## config.mk

```make
export PLATFORM = sky130hd
export DESIGN_NAME = gpi_pal
export DESIGN_NICKNAME = d
export VERILOG_FILES = /design/src/sv/gpi_pkg.sv /design/src/sv/gpi_pal.sv
export SDC_FILE = /design/constraint.sdc
export NUM_CORES = 1
export LEC_CHECK = 0
export BUFFER_PORTS_ARGS = -buffer_cell sky130_fd_sc_hd__buf_2
export CELL_PAD_IN_SITES_DETAIL_PLACEMENT = 0
export CELL_PAD_IN_SITES_GLOBAL_PLACEMENT = 1
export CORE_UTILIZATION = 49
export CTS_CLUSTER_DIAMETER = 30
export DETAILED_ROUTE_END_ITERATION = 16
export MAX_ROUTING_LAYER = met4
export PLACE_DENSITY = 0.77
export SLEW_MARGIN = 20
export SYNTH_ARGS = -nofsm -noshare
export SYNTH_HDL_FRONTEND = slang
export SYNTH_SLANG_ARGS = --single-unit
export TNS_END_PERCENT = 20
```

## constraint.sdc

```tcl
create_clock -name clk_i -period 3.35 [get_ports clk_i]
set_input_delay 0.335 -clock clk_i [delete_from_list [all_inputs] [get_ports clk_i]]
set_output_delay 0.335 -clock clk_i [all_outputs]
set_load 0.01 [all_outputs]
```

## src/sv/gpi_pkg.sv

```systemverilog
// Shared widths, codes and control structs of the gradient palette interpolator.
// No dependencies; imported by the interfaces and every module of the block.
package gpi_pkg;

  localparam int unsigned CNT_W             = 5;
  localparam int unsigned RANGE_W           = 16;
  localparam int unsigned COLOR_W           = 32;
  localparam int unsigned IDX_W             = 4;
  localparam int unsigned POS_W             = 16;
  localparam int unsigned CHAN_W            = 8;
  localparam int unsigned NUM_CHAN          = 4;
  localparam int unsigned CFG_IDX_W         = 1;
  localparam int unsigned CFG_DATA_W        = 16;
  localparam int unsigned PALETTE_DEPTH_DEF = 16;
  localparam int unsigned PROD_W            = RANGE_W + CNT_W;

  localparam logic [CNT_W-1:0]   COUNT_RST = CNT_W'(2);
  localparam logic [RANGE_W-1:0] RANGE_RST = RANGE_W'(255);

  typedef enum logic {
    CMD_WRITE  = 1'b0,
    CMD_LOOKUP = 1'b1
  } cmd_e;

  typedef enum logic [CFG_IDX_W-1:0] {
    REG_COLOR_COUNT = 1'b0,
    REG_RANGE_MAX   = 1'b1
  } cfg_reg_e;

  typedef struct packed {
    cmd_e               cmd;
    logic [IDX_W-1:0]   idx;
    logic [COLOR_W-1:0] color;
  } idx_side_t;

  typedef struct packed {
    logic               zero;
    logic [COLOR_W-1:0] base;
  } blend_ctl_t;

endpackage

```

## src/sv/gpi_pal.sv

```systemverilog
// Palette memory: one write port, two registered read ports, held while stalled.
// Depends on gpi_pkg for the word width.
module gpi_pal import gpi_pkg::*; #(
  parameter int unsigned PALETTE_DEPTH = PALETTE_DEPTH_DEF,
  parameter int unsigned AW            = $clog2(PALETTE_DEPTH)
) (
  input  logic               clk_i,
  input  logic               en_i,
  input  logic               we_i,
  input  logic [AW-1:0]      waddr_i,
  input  logic [COLOR_W-1:0] wdata_i,
  input  logic [AW-1:0]      raddr0_i,
  input  logic [AW-1:0]      raddr1_i,
  output logic [COLOR_W-1:0] rdata0_o,
  output logic [COLOR_W-1:0] rdata1_o
);

  logic [COLOR_W-1:0] mem [PALETTE_DEPTH];

  always_ff @(posedge clk_i) begin
    if (en_i && we_i) begin
      mem[waddr_i] <= wdata_i;
    end
  end

  always_ff @(posedge clk_i) begin
    if (en_i) begin
      rdata0_o <= mem[raddr0_i];
      rdata1_o <= mem[raddr1_i];
    end
  end

endmodule

```

# --- Word level (Yosys, flattened, before mapping) ---
# Memory sizes are Yosys's and may differ from the RTL's. A register that Yosys moved wholly into a read port is not among the register bits.
# Cells that the tools add are included.
classes:
  n_eq_ne: 0
  muxes: 2
  order_cmp: 0
  n_mul: 0
  add_sub_neg: 0
  div_mod_pow: 0
  n_reduce_logical: 1
  n_bitwise: 0
  shifts: 0
op_table:
  columns: ["cell", "n"]
  rows:
  - ["2-to-1 mux 1 bit", 2]
  - ["logical AND 1 bit", 1]
totals:
  memories: 1
  elab_cells: 4
  out_inout_bits: 64
  regBits: 0
  in_bits: 47
  latchBits: 0
  ramBits: 512
  mem_bits_ro: 0
mem_list:
  columns: ["name", "depth", "word_bits", "read_ports", "rd_clocked_by_memory_dff", "write_ports", "line_no", "source"]
  rows:
  - ["mem", 16, 32, 2, 2, 1, "gpi_pal.sv:18", "logic [COLOR_W-1:0] mem [PALETTE_DEPTH];"]

# --- Depth between registers and ports, before layout ---
logic_depth:
  word_depth: 3
  depth_mapped: 5
  mapped_depth_nobuf: 3

# --- Least setup slack after synthesis ---
# No wires, ideal clock.
synth_timing:
  path_kind: "input-to-reg"
  startpoint: "input waddr_i[2]"
  endpoint: "memory mem[0][0] (enable)"
  required_ps: 2889
  slack_ps: -85
  arrival_ps: 2974
  stages: 2
  cell_sequence: "or3_1 -> nor3_1"
synth_rtl:
  columns: ["element", "line_no", "source"]
  rows:
  - ["start, declared", "gpi_pal.sv:10", "input logic [AW-1:0] waddr_i,"]
  - ["end, declared", "gpi_pal.sv:18", null]
# No word-level cell before the write port.

# --- Worst setup path in the final report ---
layout_timing:
  startpoint: "input en_i"
  endpoint: "memory mem[15][21] (enable)"
layout_between:
  elab_chain_len: 3
layout_rtl:
  columns: ["element", "line_no", "source"]
  rows:
  - ["start, declared", "gpi_pal.sv:8", "input logic en_i,"]
  - ["logical AND 1 bit", "gpi_pal.sv:21", "if (en_i && we_i) begin"]
  - ["2-to-1 mux 1 bit", "gpi_pal.sv:21", null]
  - ["2-to-1 mux 1 bit (implied by the code)", "gpi_pal.sv:22", "mem[waddr_i] <= wdata_i;"]
# Every way passes these cells.

==> flow_metrics.tcl <==
set metrics [dict create \
    period_share_pct 49.5 \
    coreArea_um2 50100 \
    synth_top_cell_by_area "edfxtp_1" \
    vias 13300 \
    synth_xor_area_share_pct 0 \
    finalWirelength_mm 62.4 \
    clk_latency_ps 650 \
    grtUsageMet1_pct 33.0 \
    ant_nets 0 \
    syn_nets 1189 \
    drtPass1Iterations 5 \
    synthArstFlopShare_pct 0 \
    leakage_nw 9.98 \
    antenna_found_initial 4 \
    fin_worst_skew_ps 33.1 \
    grt_util_met2_pct 41.7 \
    grt_pass1_vias 14100 \
    cts_resized 0 \
    slew_headroom_pct 28.1 \
    utilization_pct 60.5 \
    clk_path_buf_depth 3 \
    hold_buffers 0 \
    grt_use_total_pct 26.0 \
    synth_top_family_by_area "multiplexers" \
    timing.hold.ws_ps 57.1 \
    grt_first_pass_wirelength_mm 91.5 \
    tritoncts "done" \
    netlist_area_um2 24800 \
    r2r_cells 3 \
    end_kind "register" \
    top_usage_layer "met2" \
    final_max_slew_viol_count 0 \
    synth_compound_area_share_pct 3.87 \
    crit_type "in -> reg" \
    worst_slew_pin_slew_ps 1080 \
    synth-simple-area-share_pct 1.61 \
    die_h_um 227 \
    yosysMostFrequentCell "edfxtp_1" \
    ys_seq_area_share_pct 69.6 \
    crit_required_ps 3670 \
    syn2layout_area_growth_pct 21.9 \
    post-route-min-period_ps 1660 \
    routed_via_density 6.39 \
    synthDistinctLibCells 16 \
    htree_num_levels 3 \
    fmax_mhz 604 \
    io_pins 111 \
    ys_ff_latch 576 \
    rsz0062_at_grt "no" \
    route.detailed.drc 0 \
    cts.clk_slew.worst_paths_ps 50 \
    drt_iter0_markers 1296 \
    fin_ws_ps 1690 \
    drive_above_1_share_pct 43.2 \
    use_met3_pct 4.88 \
    finalNetCount 1367 \
    fp.dieW_um 227 \
    start_util_pct 49.6 \
    postSynthCellCount 1142 \
    fp-row-count 82 \
    cp_max_fo 16 \
    synth_commonest_cells "edfxtp_1 (576), mux4_2 (256), a22oi_1 (128), nand2_1 (66), clkbuf_1 (35)" \
    hpwl_mm 32.6 \
    start_kind "primary input" \
    hold_viol 0 \
    fin_tns_setup_ps 0 \
    run_status "finished, final reports clean" \
    die-area_um2 51600 \
    synth_edf_count 576 \
    peakVddDrop_v 0.000556 \
    cellPowerDensity_nw_per_um2 663 \
    hold_class "in -> reg" \
    gp_congestion 0.745 \
    routedWlPerCell_um 30.0 \
    post_cts_buffers 0 \
    hold-path-cell-count 1 \
    synth_top_area_share_pct 69.6 \
    cap_violations 0 \
    ys_warn_count 0 \
    dp_slack_ps 1010 \
    synth_area_leaders "edfxtp_1 (70%), mux4_2 (23%), a22oi_1 (3.9%)" \
    cts-root-buf "clkbuf_16" \
    finalSetupViolCount 0 \
    muxShareOfSynthArea_pct 23.2 \
    cp.arrival_ps 1980 \
    grt_overflow 0 \
    ys.flop_type "edfxtp_1" \
    clock-sinks 576 \
    grt_max_degree 44 \
    synth_fa_ha_area_share_pct 0 \
    avgSynthCellArea_um2 21.7 \
    io_buffer_count 110 \
    numCtsBuffers 103 \
]
[kinds of logic after synthesis]
family	after synthesis
AND/OR/NAND/NOR	96
AO/OA/AOI/OAI	128
buffers and inverters	86
flip-flops	576
multiplexers	256
[placed cells by master, fill, tap and decap left out, types with 8 or more instances in the layout]
| cell | synthesis | routed |
|---|---|---|
| clkinvlp_4 | 0 | 14 |
| clkbuf_1 | 35 | 8 |
| nand2_1 | 66 | 66 |
| bufinv_16 | 0 | 20 |
| buf_2 | 16 | 105 |
| edfxtp_1 | 576 | 576 |
| mux4_2 | 256 | 256 |
| buf_4 | 18 | 32 |
| inv_6 | 0 | 11 |
| clkinv_2 | 0 | 9 |
| nor2_4 | 0 | 14 |
| buf_12 | 0 | 20 |
| clkinv_4 | 0 | 8 |
| clkinv_1 | 0 | 15 |
| a22oi_1 | 128 | 128 |
| clkbuf_16 | 0 | 103 |
[flip-flops by register name (all words and copies together) (netlist names)]
name      cells
mem         512
rdata0_o     32
rdata1_o     32
[critical path, stage by stage]
cell	delay [ps]
buf_4	290
nand4_1	400
nor2_4	650
buf_12	280
[per-layer routing]
layer | vias up | wire [um] | share of wire, %
li1 | 5435 | - | -
met1 | 7078 | 23100 | 37
met2 | 667 | 31700 | 51
met3 | 139 | 5600 | 9.0
met4 | 0 | 1970 | 3.2
met5 | - | 0 | 0
[stage by stage]
step / area, um2 / power (W) / cells
finish: 30300 / 0.0201 / 2083
global route: 30300 / 0.0206 / 2083
CTS: 30300 / 0.0202 / 2079
detailed placement: 26600 / 0.00942 / 1887
global placement: 26600 / 0.00940 / 1887
floorplan: 24800 / 0.00897 / 1142
[power breakdown]
group,leakage (nW),switching (W),internal (W)
sequential,5.25,0.0000589,0.00812
clock,1.73,0.00360,0.00719
combinational,2.99,0.000632,0.000481
total,9.98,0.00429,0.0158
[worst paths after layout]
kind | start | endpoint | slack (ps)
setup / recovery | en_i | mem[15][21] | 1690
hold / removal | wdata_i[11] | mem[12][11] | 60
setup reg to reg | mem[11][2] | rdata0_o[2] | 1810
hold reg to reg | mem[14][11] | rdata0_o[11] | 760
[cell type report]
| cell class | count | area [um2] |
|---|---|---|
| antenna | 4 | 10.0 |
| clock inverter | 81 | 1040 |
| tap | 672 | 841 |
| sequential | 576 | 17300 |
| timing repair buffer | 159 | 1190 |
| multi-input combinational | 480 | 7290 |
| clock buffer | 111 | 2610 |
| fill | 3529 | 19800 |
Power figures use the tool's default switching activity.
