--- src/sv/gpi_pkg.sv ---
// Shared widths, codes and control structs of the gradient palette interpolator.
// No dependencies; imported by the interfaces and every module of the block.
package gpi_pkg;

  localparam int unsigned CNT_W             = 5;
  localparam int unsigned RANGE_W           = 16;
  localparam int unsigned COLOR_W           = 32;
  localparam int unsigned IDX_W             = 4;
  localparam int unsigned POS_W             = 16;
  localparam int unsigned CHAN_W            = 8;
  localparam int unsigned NUM_CHAN          = 4;
  localparam int unsigned CFG_IDX_W         = 1;
  localparam int unsigned CFG_DATA_W        = 16;
  localparam int unsigned PALETTE_DEPTH_DEF = 16;
  localparam int unsigned PROD_W            = RANGE_W + CNT_W;

  localparam logic [CNT_W-1:0]   COUNT_RST = CNT_W'(2);
  localparam logic [RANGE_W-1:0] RANGE_RST = RANGE_W'(255);

  typedef enum logic {
    CMD_WRITE  = 1'b0,
    CMD_LOOKUP = 1'b1
  } cmd_e;

  typedef enum logic [CFG_IDX_W-1:0] {
    REG_COLOR_COUNT = 1'b0,
    REG_RANGE_MAX   = 1'b1
  } cfg_reg_e;

  typedef struct packed {
    cmd_e               cmd;
    logic [IDX_W-1:0]   idx;
    logic [COLOR_W-1:0] color;
  } idx_side_t;

  typedef struct packed {
    logic               zero;
    logic [COLOR_W-1:0] base;
  } blend_ctl_t;

endpackage

--- src/sv/gpi_div.sv ---
// Pipelined restoring divider, one quotient bit per stage, with sideband payload.
// Dividend must satisfy dvd >> QW < den. Depends on gpi_pkg.
module gpi_div import gpi_pkg::*; #(
  parameter int unsigned QW = 8,
  parameter int unsigned DW = RANGE_W,
  parameter int unsigned SW = 1
) (
  input  logic             clk_i,
  input  logic             rst_ni,
  input  logic             en_i,
  input  logic             vld_i,
  input  logic [DW+QW-1:0] dvd_i,
  input  logic [DW-1:0]    den_i,
  input  logic [SW-1:0]    side_i,
  output logic             vld_o,
  output logic [QW-1:0]    quo_o,
  output logic [DW-1:0]    rem_o,
  output logic [SW-1:0]    side_o
);

  logic [DW+QW-1:0] acc_q  [QW];
  logic [DW+QW-1:0] acc_d  [QW];
  logic [SW-1:0]    side_q [QW];
  logic [QW-1:0]    vld_q;

  for (genvar i = 0; i < QW; i++) begin : g_st
    logic [DW+QW-1:0] a;
    logic [DW:0]      t;
    logic [DW:0]      s;
    logic             ge;

    if (i == 0) begin : g_first
      assign a = dvd_i;
    end else begin : g_next
      assign a = acc_q[i-1];
    end

    assign t  = a[DW+QW-1:QW-1];
    assign ge = (t >= {1'b0, den_i});
    assign s  = ge ? (t - {1'b0, den_i}) : t;
    assign acc_d[i] = {s[DW-1:0], a[QW-2:0], ge};

    always_ff @(posedge clk_i or negedge rst_ni) begin
      if (!rst_ni) begin
        vld_q[i] <= 1'b0;
      end else if (en_i) begin
        vld_q[i] <= (i == 0) ? vld_i : vld_q[(i == 0) ? 0 : i-1];
      end
    end

    always_ff @(posedge clk_i) begin
      if (en_i) begin
        acc_q[i]  <= acc_d[i];
        side_q[i] <= (i == 0) ? side_i : side_q[(i == 0) ? 0 : i-1];
      end
    end
  end

  assign vld_o  = vld_q[QW-1];
  assign quo_o  = acc_q[QW-1][QW-1:0];
  assign rem_o  = acc_q[QW-1][DW+QW-1:QW];
  assign side_o = side_q[QW-1];

endmodule

--- config.mk ---
export PLATFORM = sky130hd
export DESIGN_NAME = gpi_div
export DESIGN_NICKNAME = d
export VERILOG_FILES = /design/src/sv/gpi_pkg.sv /design/src/sv/gpi_div.sv
export SDC_FILE = /design/constraint.sdc
export NUM_CORES = 1
export LEC_CHECK = 0
export BUFFER_PORTS_ARGS = -buffer_cell sky130_fd_sc_hd__buf_4
export CAP_MARGIN = 40
export CORE_MARGIN = 3
export CORE_UTILIZATION = 36
export CTS_BUF_LIST = sky130_fd_sc_hd__clkbuf_4
export DETAILED_ROUTE_END_ITERATION = 8
export PLACE_DENSITY = 0.6
export SKIP_LAST_GASP = 1
export SYNTH_ARGS = -nofsm -noshare
export SYNTH_HDL_FRONTEND = slang
export SYNTH_SLANG_ARGS = --single-unit
--- constraint.sdc ---
create_clock -name clk_i -period 3.5 [get_ports clk_i]
set_input_delay 0.175 -clock clk_i [delete_from_list [all_inputs] [get_ports clk_i]]
set_output_delay 0.175 -clock clk_i [all_outputs]
set_load 0.03 [all_outputs]
Word-level counts from Yosys, hierarchy flattened
Memories as Yosys holds them, arrays and structs flattened.
Index checks and enable logic that the tools add are counted.
W data, S select, Z words.
{"block": "word_totals", "reg_bits": 8, "mem_bits_rw": 200, "inputBits": 45, "output_inout_bits": 26, "elab_cells": 36, "mem_count": 2}
{"block": "op_classes", "addsub": 8, "order_cmp": 8, "muxes": 10}
{"name": "acc_q", "words": 8, "word_bits": 24, "read_ports": 8, "rd_ports_with_merged_regs": 0, "write_ports": 8, "line_no": "gpi_div.sv:21", "rtl": "logic [DW+QW-1:0] acc_q [QW];"}
{"name": "side_q", "words": 8, "word_bits": 1, "read_ports": 8, "rd_ports_with_merged_regs": 0, "write_ports": 8, "line_no": "gpi_div.sv:23", "rtl": "logic [SW-1:0] side_q [QW];"}
{"cell": "$ge A17 B16 Y1", "count": 8}
{"cell": "$mux W16", "count": 8}
{"cell": "$sub A16 B16 Y16", "count": 8}
{"cell": "$mux W1", "count": 2}

Longest topological paths before layout
Gate-level depths: netlist (run 1).
An unclocked memory read counts as a cell.
{"block": "logic_depth", "depth_word": 3, "ltp_mapped": 12, "depth_no_buf": 11}

Worst setup path before layout (run 1)
Ideal clock, no wire load.
{"block": "synth_path", "path_kind": "register to register", "start": "memory acc_q[1][14] in the netlist's numbering", "end": "memory acc_q[1][42] in the netlist's numbering (data pin)", "setup_ps": 260, "arrival_ps": 2796, "required_ps": 3240, "setup_slack_ps": 444, "path_stages_with_launch": 11, "path_buffers": 1, "synth_period_minus_slack_ps": 3056, "path_cell_list": "edfxtp_1 -> ha_1 -> a21oi_2 -> o211ai_1 -> nor2_1 -> a22oi_2 -> a31o_4 -> o2111a_1 -> a2111oi_4 -> buf_6 -> mux2_4"}
{"element": "from (decl)", "line_no": "gpi_div.sv:21"}

==> results of run 1 <==
==> routing by layer <==
metal,share of wire (%),track usage (%)
met5,0,0
met4,2.3,5.02
met3,4.8,3.54
met2,49,28.6
met1,44,21.0
==> how the worst min path moves through the flow <==
stage / start / endpoint / depth (start not counted)
2_1_floorplan: rst_ni / vld_o / 0
3_3_place_gp: rst_ni / vld_q[0] / 1
3_5_place_dp: rst_ni / vld_q[0] / 1
4_1_cts: dvd_i[5] / acc_q[0][6] / 2
5_1_grt: dvd_i[0] / acc_q[0][1] / 2
6_report: dvd_i[6] / acc_q[0][7] / 2
==> flip-flops by register name, indices dropped and copies added, names as in the netlist <==
name    cells
vld_q       7
side_q      8
vld_o       1
acc_q     192
==> placed cells by master (no fill, tap or decap), types with 4 or more instances in the layout <==
cell type | netlist | final
sky130_fd_sc_hd__edfxtp_1 | 200 | 200
sky130_fd_sc_hd__ha_1 | 128 | 128
sky130_fd_sc_hd__mux2_2 | 98 | 98
sky130_fd_sc_hd__nor2_1 | 94 | 94
sky130_fd_sc_hd__buf_4 | 24 | 94
sky130_fd_sc_hd__clkbuf_4 | 0 | 87
sky130_fd_sc_hd__inv_1 | 75 | 75
sky130_fd_sc_hd__a21oi_1 | 71 | 70
sky130_fd_sc_hd__xnor2_1 | 61 | 61
sky130_fd_sc_hd__o21ai_0 | 57 | 57
sky130_fd_sc_hd__a21o_1 | 35 | 35
sky130_fd_sc_hd__nand2_1 | 32 | 32
sky130_fd_sc_hd__dlygate4sd3_1 | 0 | 32
sky130_fd_sc_hd__nor2b_1 | 29 | 29
sky130_fd_sc_hd__nand3_1 | 29 | 29
sky130_fd_sc_hd__o21a_1 | 28 | 28
sky130_fd_sc_hd__xor2_1 | 23 | 23
sky130_fd_sc_hd__mux2i_1 | 21 | 21
sky130_fd_sc_hd__nand4_1 | 18 | 18
sky130_fd_sc_hd__a31oi_1 | 18 | 18
sky130_fd_sc_hd__nor3_1 | 17 | 17
sky130_fd_sc_hd__clkinv_1 | 0 | 17
sky130_fd_sc_hd__nand2b_1 | 12 | 12
sky130_fd_sc_hd__a21boi_0 | 9 | 9
sky130_fd_sc_hd__o31a_1 | 8 | 8
sky130_fd_sc_hd__fa_1 | 8 | 8
sky130_fd_sc_hd__dfrtp_1 | 8 | 8
sky130_fd_sc_hd__and3_1 | 7 | 7
sky130_fd_sc_hd__o21bai_1 | 7 | 7
sky130_fd_sc_hd__buf_12 | 0 | 7
sky130_fd_sc_hd__a211oi_1 | 6 | 6
sky130_fd_sc_hd__o211ai_1 | 6 | 6
sky130_fd_sc_hd__or3_1 | 6 | 6
sky130_fd_sc_hd__a41oi_1 | 5 | 5
sky130_fd_sc_hd__mux2_4 | 5 | 5
sky130_fd_sc_hd__a221oi_1 | 4 | 4
sky130_fd_sc_hd__nor4_1 | 4 | 4
sky130_fd_sc_hd__nand3b_1 | 4 | 4
sky130_fd_sc_hd__a21oi_2 | 3 | 4
==> cell usage after synthesis, types with 6 or more instances <==
cell                         n  area share [%]
sky130_fd_sc_hd__edfxtp_1  200              43
sky130_fd_sc_hd__ha_1      128              12
sky130_fd_sc_hd__mux2_2     98             7.9
sky130_fd_sc_hd__nor2_1     94             2.5
sky130_fd_sc_hd__inv_1      75             2.0
sky130_fd_sc_hd__a21oi_1    71             2.6
sky130_fd_sc_hd__xnor2_1    61             3.8
sky130_fd_sc_hd__o21ai_0    57             2.1
sky130_fd_sc_hd__a21o_1     35             1.9
sky130_fd_sc_hd__nand2_1    32            0.86
sky130_fd_sc_hd__nand3_1    29             1.0
sky130_fd_sc_hd__nor2b_1    29             1.3
sky130_fd_sc_hd__o21a_1     28             1.5
sky130_fd_sc_hd__buf_4      24             1.3
sky130_fd_sc_hd__xor2_1     23             1.4
sky130_fd_sc_hd__mux2i_1    21             1.5
sky130_fd_sc_hd__a31oi_1    18            0.81
sky130_fd_sc_hd__nand4_1    18            0.81
sky130_fd_sc_hd__nor3_1     17            0.61
sky130_fd_sc_hd__nand2b_1   12            0.54
sky130_fd_sc_hd__a21boi_0    9            0.49
sky130_fd_sc_hd__buf_2       9            0.32
sky130_fd_sc_hd__dfrtp_1     8             1.4
sky130_fd_sc_hd__fa_1        8             1.2
sky130_fd_sc_hd__o31a_1      8            0.50
sky130_fd_sc_hd__and3_1      7            0.32
sky130_fd_sc_hd__o21bai_1    7            0.38
sky130_fd_sc_hd__a211oi_1    6            0.32
sky130_fd_sc_hd__o211ai_1    6            0.32
sky130_fd_sc_hd__or3_1       6            0.27
==> kinds of logic (layout without fill, tap and decap cells) <==
family	Yosys count	count (layout)
AOI/OAI and AO/OA	295	295
other	0	2
DFF	208	208
buffers and inverters	115	318
and+or+nand+nor	263	263
xor gates and xnor gates	84	84
muxes	124	124
adders and majority gates	136	136
==> worst max-delay path, cell delays in order, from the launching register on <==
cell and delay [ns]:
sky130_fd_sc_hd__edfxtp_1 0.41, sky130_fd_sc_hd__ha_1 0.37, sky130_fd_sc_hd__a21oi_2 0.18, sky130_fd_sc_hd__o211ai_1 0.09, sky130_fd_sc_hd__nor2_1 0.20, sky130_fd_sc_hd__a22oi_2 0.14
sky130_fd_sc_hd__a31o_4 0.27, sky130_fd_sc_hd__o2111a_1 0.28, sky130_fd_sc_hd__a2111oi_4 0.38, sky130_fd_sc_hd__buf_12 0.22, sky130_fd_sc_hd__mux2_2 0.34
==> cell type report <==
class | count | area share (%)
diodes | 2 | 0.0308
clock buffers | 87 | 4.02
clock inverters | 22 | 0.709
inverters | 75 | 1.73
multi-input cells | 902 | 44.1
flip-flops and latches | 208 | 38.2
well taps | 511 | 3.94
repair buffers | 134 | 7.27
==> stage by stage <==
stage	cells	hold WS (ns)
floorplan	1225	-0.121
global placement	1798	-0.00497
detailed placement	1798	-0.00432
CTS	1939	0.0278
global route	1941	0.0373
finish	1941	0.121
==> report_power, final <==
part | total [mW] | internal (mW) | switching, mW | leakage [nW]
Sequential | 4.33 | 3.91 | 0.418 | 2.04
Clock | 2.35 | 1.21 | 1.14 | 0.453
Combinational | 6.75 | 3.34 | 3.40 | 4.11
Total | 13.4 | 8.46 | 4.96 | 6.61
==> timing repair <==
item | 4_1_cts | 5_1_grt
hold buffers | 32 | 0
hold endpoints to repair | 128 | 0
resized for setup | 0 | 0
==> impl_results.md, run 1 <==
* Detailed Place HPWL at between 20 and 25 mm
* Crit. End Element: register
* Overflow after GRT at 0
* Wire length of the first global-routing pass at 53.9 mm
* Final cell utilization of the core at 42.9%
* Number of nets in the layout at ~1.6k
* Via count of the first global-routing pass at ~10k
* Total of buffers placed on input and output ports at 70
* Number of hold-slack violations in the final timing report at 0
* Height of the die at 202 µm
* Synthesized-area fraction occupied by ao, oa, aoi and oai cells at 14.2%
* Min cycle time layout at ~3.2 ns
* Count of warnings emitted by yosys at 0
* 1st-iter DRT viols at slightly above 600
* Synthesized instance count at approximately 1.2k
* Part of the cycle the worst path needs at around 90%
* Number of library cell types mapped by synthesis at 68
* Vias after detailed routing at roughly 10k
* Setup slack of the critical path after layout at about 0.32 ns
* Final-report setup violation count at 0
* Routed WL at about 34 mm
* Drt pass-1 iters at 5
* RR Endpoint: acc_q[1][47]
* RSZ-0062 raised after global routing: no
* Combinational family with the most area after synthesis: compound AO/OA/AOI/OAI gates
* CP startpoint: acc_q[1][11]
* Setup Skew at 0.0532 ns
* CTS clock-pin slew for the worst setup and hold paths at about 0.07 ns
* Number of nets with antenna violations after routing at 0
* Via density per instance at slightly above 5
* Async set or reset register ratio after synthesis at under 10%
* Power, Total at approximately 13 mW
* Worst-case register-to-register setup slack at about 0.32 ns
* Worst setup timing slack at the placement stage at approximately 0.22 ns
* Largest net degree at the start of global routing at 111
* Maximum level of the CTS H-tree at 2
* Number of cells traversed by the worst register-to-register path at 10
* Total area of multi-input combinational cells at slightly above 0.007 mm²
* Fraction of layout cells with a size suffix above 1 at around 22%
* HP Class: input pin to register
* Clock Sink Count at ~210
* Run status: completed
* Clock Tree Root: sky130_fd_sc_hd__clkbuf_4
* Number of setup buffers added after CTS at 0
* Number of synthesized flops with an enable pin at 200
* Leakage power figure at 6.61 nW
* Total of fill cells in the finished design at 3,635
* Top-level port count at between 70 and 80
* Area of all sequential standard cells at between 0.006 and 0.007 mm²
* Multiplexer share of the synthesized area at 9.99%
* Crit Path Max Fanout at 17
* Maxcap violations at 0
* Post-Synth Simple-Gate Area at under 10%
* Rel. slew slack at between 40% and 50%
* Area of placed instances at around 0.015 mm²
* Element type at the critical path start: register
* Initial antenna violation count at 2
* Sequential-to-total area share from yosys stat at ~45%
* Worst-skew pair later-pin latency at approximately 0.79 ns
* Synthesized-area fraction occupied by adder cells at about an eighth
* Pin slew with the least headroom to its limit at ~0.81 ns
* Post-Route Setup TNS at 0 ns
* Capture point of the worst path: acc_q[1][47]
* Number of rows created at floorplan at 71
* Netlist area before placement at ~0.014 mm²
* CTS tree: done
* Power density of the placed cells at about 830 mW/mm²
* Kind of critical path: register to register
* Effective utilization at floorplan at a little under two fifths
* Syn Area/Cell at 11.3 µm²
* Post-synth net total at 1,406
* Max Clk Rate at approximately 310 MHz
* Die X-Extent at roughly 200 µm
* Critical register-to-register path startpoint: acc_q[1][11]
* Most frequently used flop master after synthesis: sky130_fd_sc_hd__edfxtp_1
* Area Overhead vs Synth at 16.8%
* Worst Path Required at between 3 and 4 ns
* VDD IR max at roughly 0.33 mV
* Clock tree buffer depth at 3
* Post-synthesis register bit count at ~210
* Die area at around 0.04 mm²
* Core area at approximately 0.038 mm²
* CTS Buf Count at 60
* Xor/xnor cell area share of the yosys netlist at under 10%
* Number of DRC violations after detailed routing at 0
* Total GRT Usage at roughly 17%
* Count of pins over their slew limit at 0
* Global placer's final weighted congestion at roughly 0.87
* Average detailed-routed wire length per instance at 17.6 µm
* Data arrival time of the critical path at approximately 3.7 ns
* Final instance area at between 0.015 and 0.02 mm²
(Power assumes the default switching activity.)
==> run 2, diff against run 1 <==
PLACE_DENSITY = 0.62   (was 0.6)
REMOVE_ABC_BUFFERS = 1   (was default)
clock period = 4.1 ns   (was 3.5 ns; I/O delays follow)
==> impl_results.md, run 2 (synthesis results as in run 1) <==
* Clock Tree Root: sky130_fd_sc_hd__clkbuf_4
* Part of the cycle the worst path needs at 79.5% (-11 points)
* Number of hold-slack violations in the final timing report at 0 (unchanged)
* Worst-case register-to-register setup slack at 0.84 ns (+0.52 ns)
* CTS clock-pin slew for the worst setup and hold paths at 0.06 ns (about the same)
* CTS tree: done
* Total of buffers placed on input and output ports at 70 (unchanged)
* Final-report setup violation count at 0 (unchanged)
* Wire length of the first global-routing pass at 53.4 mm (-0.96%)
* 1st-iter DRT viols at 468 (-24%)
* Final instance area at 0.0162 mm² (-0.39%)
* Rel. slew slack at 40.3% (-5.7 points)
* Initial antenna violation count at 2 (unchanged)
* Critical register-to-register path startpoint: acc_q[0][8]
* Commonest cells after routing, fill and taps aside: sky130_fd_sc_hd__edfxtp_1 (200), sky130_fd_sc_hd__ha_1 (128), sky130_fd_sc_hd__mux2_2 (98)
* Highest cell delay on the worst timing path at 0.59 ns (+0.18 ns)
* Routed WL at 33.2 mm (-2.8%)
* Worst-skew pair later-pin latency at 0.78 ns (about the same)
* Final cell utilization of the core at 42.7% (-0.17 points)
* Fraction of power consumed by the clock network at 17.9% (+0.4 points)
* Largest registers in the final layout: acc_q: 192 flops, side_q: 8 flops, vld_q: 7 flops
* Average detailed-routed wire length per instance at 17.1 µm (-2.6%)
* VDD IR max at 0.238 mV (-28%)
* Number of setup buffers added after CTS at 0 (unchanged)
* Die X-Extent at 202 µm (unchanged)
* Gate power share at 49.8% (-0.5 points)
* Area of placed instances at 0.0151 mm² (-0.51%)
* Setup Skew at 0.0508 ns (-0.00239 ns)
* Number of DRC violations after detailed routing at 0 (unchanged)
* Maxcap violations at 0 (unchanged)
* Proportion of power drawn by flip-flops and latches at 32.3% (about the same)
* Total of cells resized after clock tree synthesis at 0 (unchanged)
* Fraction of layout cells with a size suffix above 1 at 21.6% (-0.16 points)
* Element type at the critical path start: register
* Top-level port count at 71 (unchanged)
* Register name with the most flops: acc_q
* Cell Count, Final, Fillers Out at 1,938 (-0.15%)
* Maximum level of the CTS H-tree at 2 (unchanged)
* Post-CTS Hold Buffers at 30 (-6.3%)
* Area Overhead vs Synth at 16.4%
* Height of the die at 202 µm (unchanged)
* Internal power at 7.25 mW (-14%)
* Most common cell after layout, fill and taps aside: sky130_fd_sc_hd__edfxtp_1
* Via density per instance at 5.25 (+1.3%)
* Vias after detailed routing at 10.2k (+1.1%)
* CTS Buf Count at 61 (+1.7%)
* Worst Path Required at 4.59 ns (+0.60 ns)
* Pin slew with the least headroom to its limit at 0.895 ns (+0.0865 ns)
* Detailed Place HPWL at 24.2 mm (about the same)
* RSZ-0062 raised after global routing: no
* Crit. End Element: register
* Clock tree buffer depth at 3 (unchanged)
* Power, Total at 11.4 mW (-15%)
* Via count of the first global-routing pass at 10.6k (+4.4%)
* CP startpoint: acc_q[0][8]
* Post-Route Setup TNS at 0 ns (unchanged)
* Number of nets in the layout at 1,557 (-0.32%)
* Effective utilization at floorplan at 36.7% (unchanged)
* Number of nets with antenna violations after routing at 0 (unchanged)
* Switching fraction of total power at 36.4% (-0.51 points)
* Total GRT Usage at 16.3% (-0.35 points)
* DP Cell Count at 1,794 (-0.22%)
* Leakage power figure at 6.59 nW (-0.33%)
* Master of the slowest instance on the critical path: sky130_fd_sc_hd__a211o_1
* Clock Sink Count at 208 (unchanged)
* HP Class: input pin to register
* Max Clk Rate at 307 MHz (-2.4%)
* Worst hold start: dvd_i[23]
* Drt pass-1 iters at 5 (unchanged)
* Number of rows created at floorplan at 71 (unchanged)
* Min cycle time layout at 3.26 ns (+0.0780 ns)
* Power density of the placed cells at 705 mW/mm² (-15%)
* Largest register FFs at 192 (unchanged)
* Count of pins over their slew limit at 0 (unchanged)
* Run status: completed
* Data arrival time of the critical path at 3.75 ns (+0.08 ns)
* Largest net degree at the start of global routing at 107 (-3.6%)
* Net load switching power at 4.16 mW (-16%)
* Die area at 0.0410 mm² (unchanged)
* Total of fill cells in the finished design at 3,646 (+0.30%)
* Overflow after GRT at 0 (unchanged)
* Global placer's final weighted congestion at 0.917 (+5.9%)
* Kind of critical path: register to register
* Crit Path Max Fanout at 16 (-1)
* Cell Chain, Critical Path: ha_1 > nor2b_1 > o31a_1 > o21ai_1 > a211oi_1 > o31ai_1 > nand3b_1 > a211o_1 > mux2_2
* Core area at 0.0378 mm² (unchanged)
## run 2: cell count changes in the layout (fill, tap and decap cells not counted)
cell,before,now
sky130_fd_sc_hd__buf_12,7,2
sky130_fd_sc_hd__buf_8,1,3
sky130_fd_sc_hd__clkinv_1,17,19
sky130_fd_sc_hd__dlygate4sd3_1,32,30
sky130_fd_sc_hd__buf_4,94,93
sky130_fd_sc_hd__bufinv_16,1,2
sky130_fd_sc_hd__clkinv_2,2,3
sky130_fd_sc_hd__clkinvlp_4,1,0
## run 2: per-layer routing
layer	global-route usage [%]	vias up	share of wire, %
li1	-	4959	-
met4	7.37	0	3.8
met2	28.5	284	49
met3	4.14	78	6.0
met1	18.7	4854	41
met5	0	-	0
## run 2: metrics by stage
step	setup slack [ns]	hold WS, ns
after floorplan	0.764	-0.0906
after global placement	0.588	0.0251
after detailed placement	0.544	0.0263
after CTS	0.844	0.0428
after global routing	0.679	0.0537
final	0.842	0.154
## run 2: layout make-up
type / count / area [µm²] / share of cell area (%)
antenna: 2 / 5.00 / 0.0309
clock buffer: 87 / 653 / 4.04
clock inverter: 25 / 150 / 0.928
inverter: 75 / 282 / 1.74
multi-input combinational: 902 / 7150 / 44.2
sequential: 208 / 6210 / 38.4
tap: 511 / 639 / 3.95
timing repair buffer: 128 / 1080 / 6.70
## run 2: path summary, 6_finish.rpt
check,to,cells after the start
worst max register to register,acc_q[0][44],9
min in group asynchronous,vld_q[4],3
max in group asynchronous,vld_q[0],3
worst min-delay path,acc_q[0][0],3
worst min register to register,acc_q[1][50],0
worst max-delay path,acc_q[0][44],9
## run 2: power groups by stage
| stage | clock network, mW | logic (mW) | registers (mW) |
|---|---|---|---|
| 4_1_cts | 2.16 | 5.67 | 3.69 |
| 5_1_grt | 2.28 | 6.27 | 3.75 |
| 3_3_place_gp | 0 | 5.46 | 3.72 |
| 2_1_floorplan | 0 | 4.20 | 3.77 |
| 3_5_place_dp | 0 | 5.60 | 3.73 |
| 6_report | 2.04 | 5.68 | 3.68 |
## run 2: critical path, delay by kind of cell (launching register included)
family,cells,cell delay [ns]
DFF,1,0.42
and+or+nand+nor,2,0.29
adders and majority gates,1,0.32
AOI/OAI and AO/OA,5,1.54
muxes,1,0.39
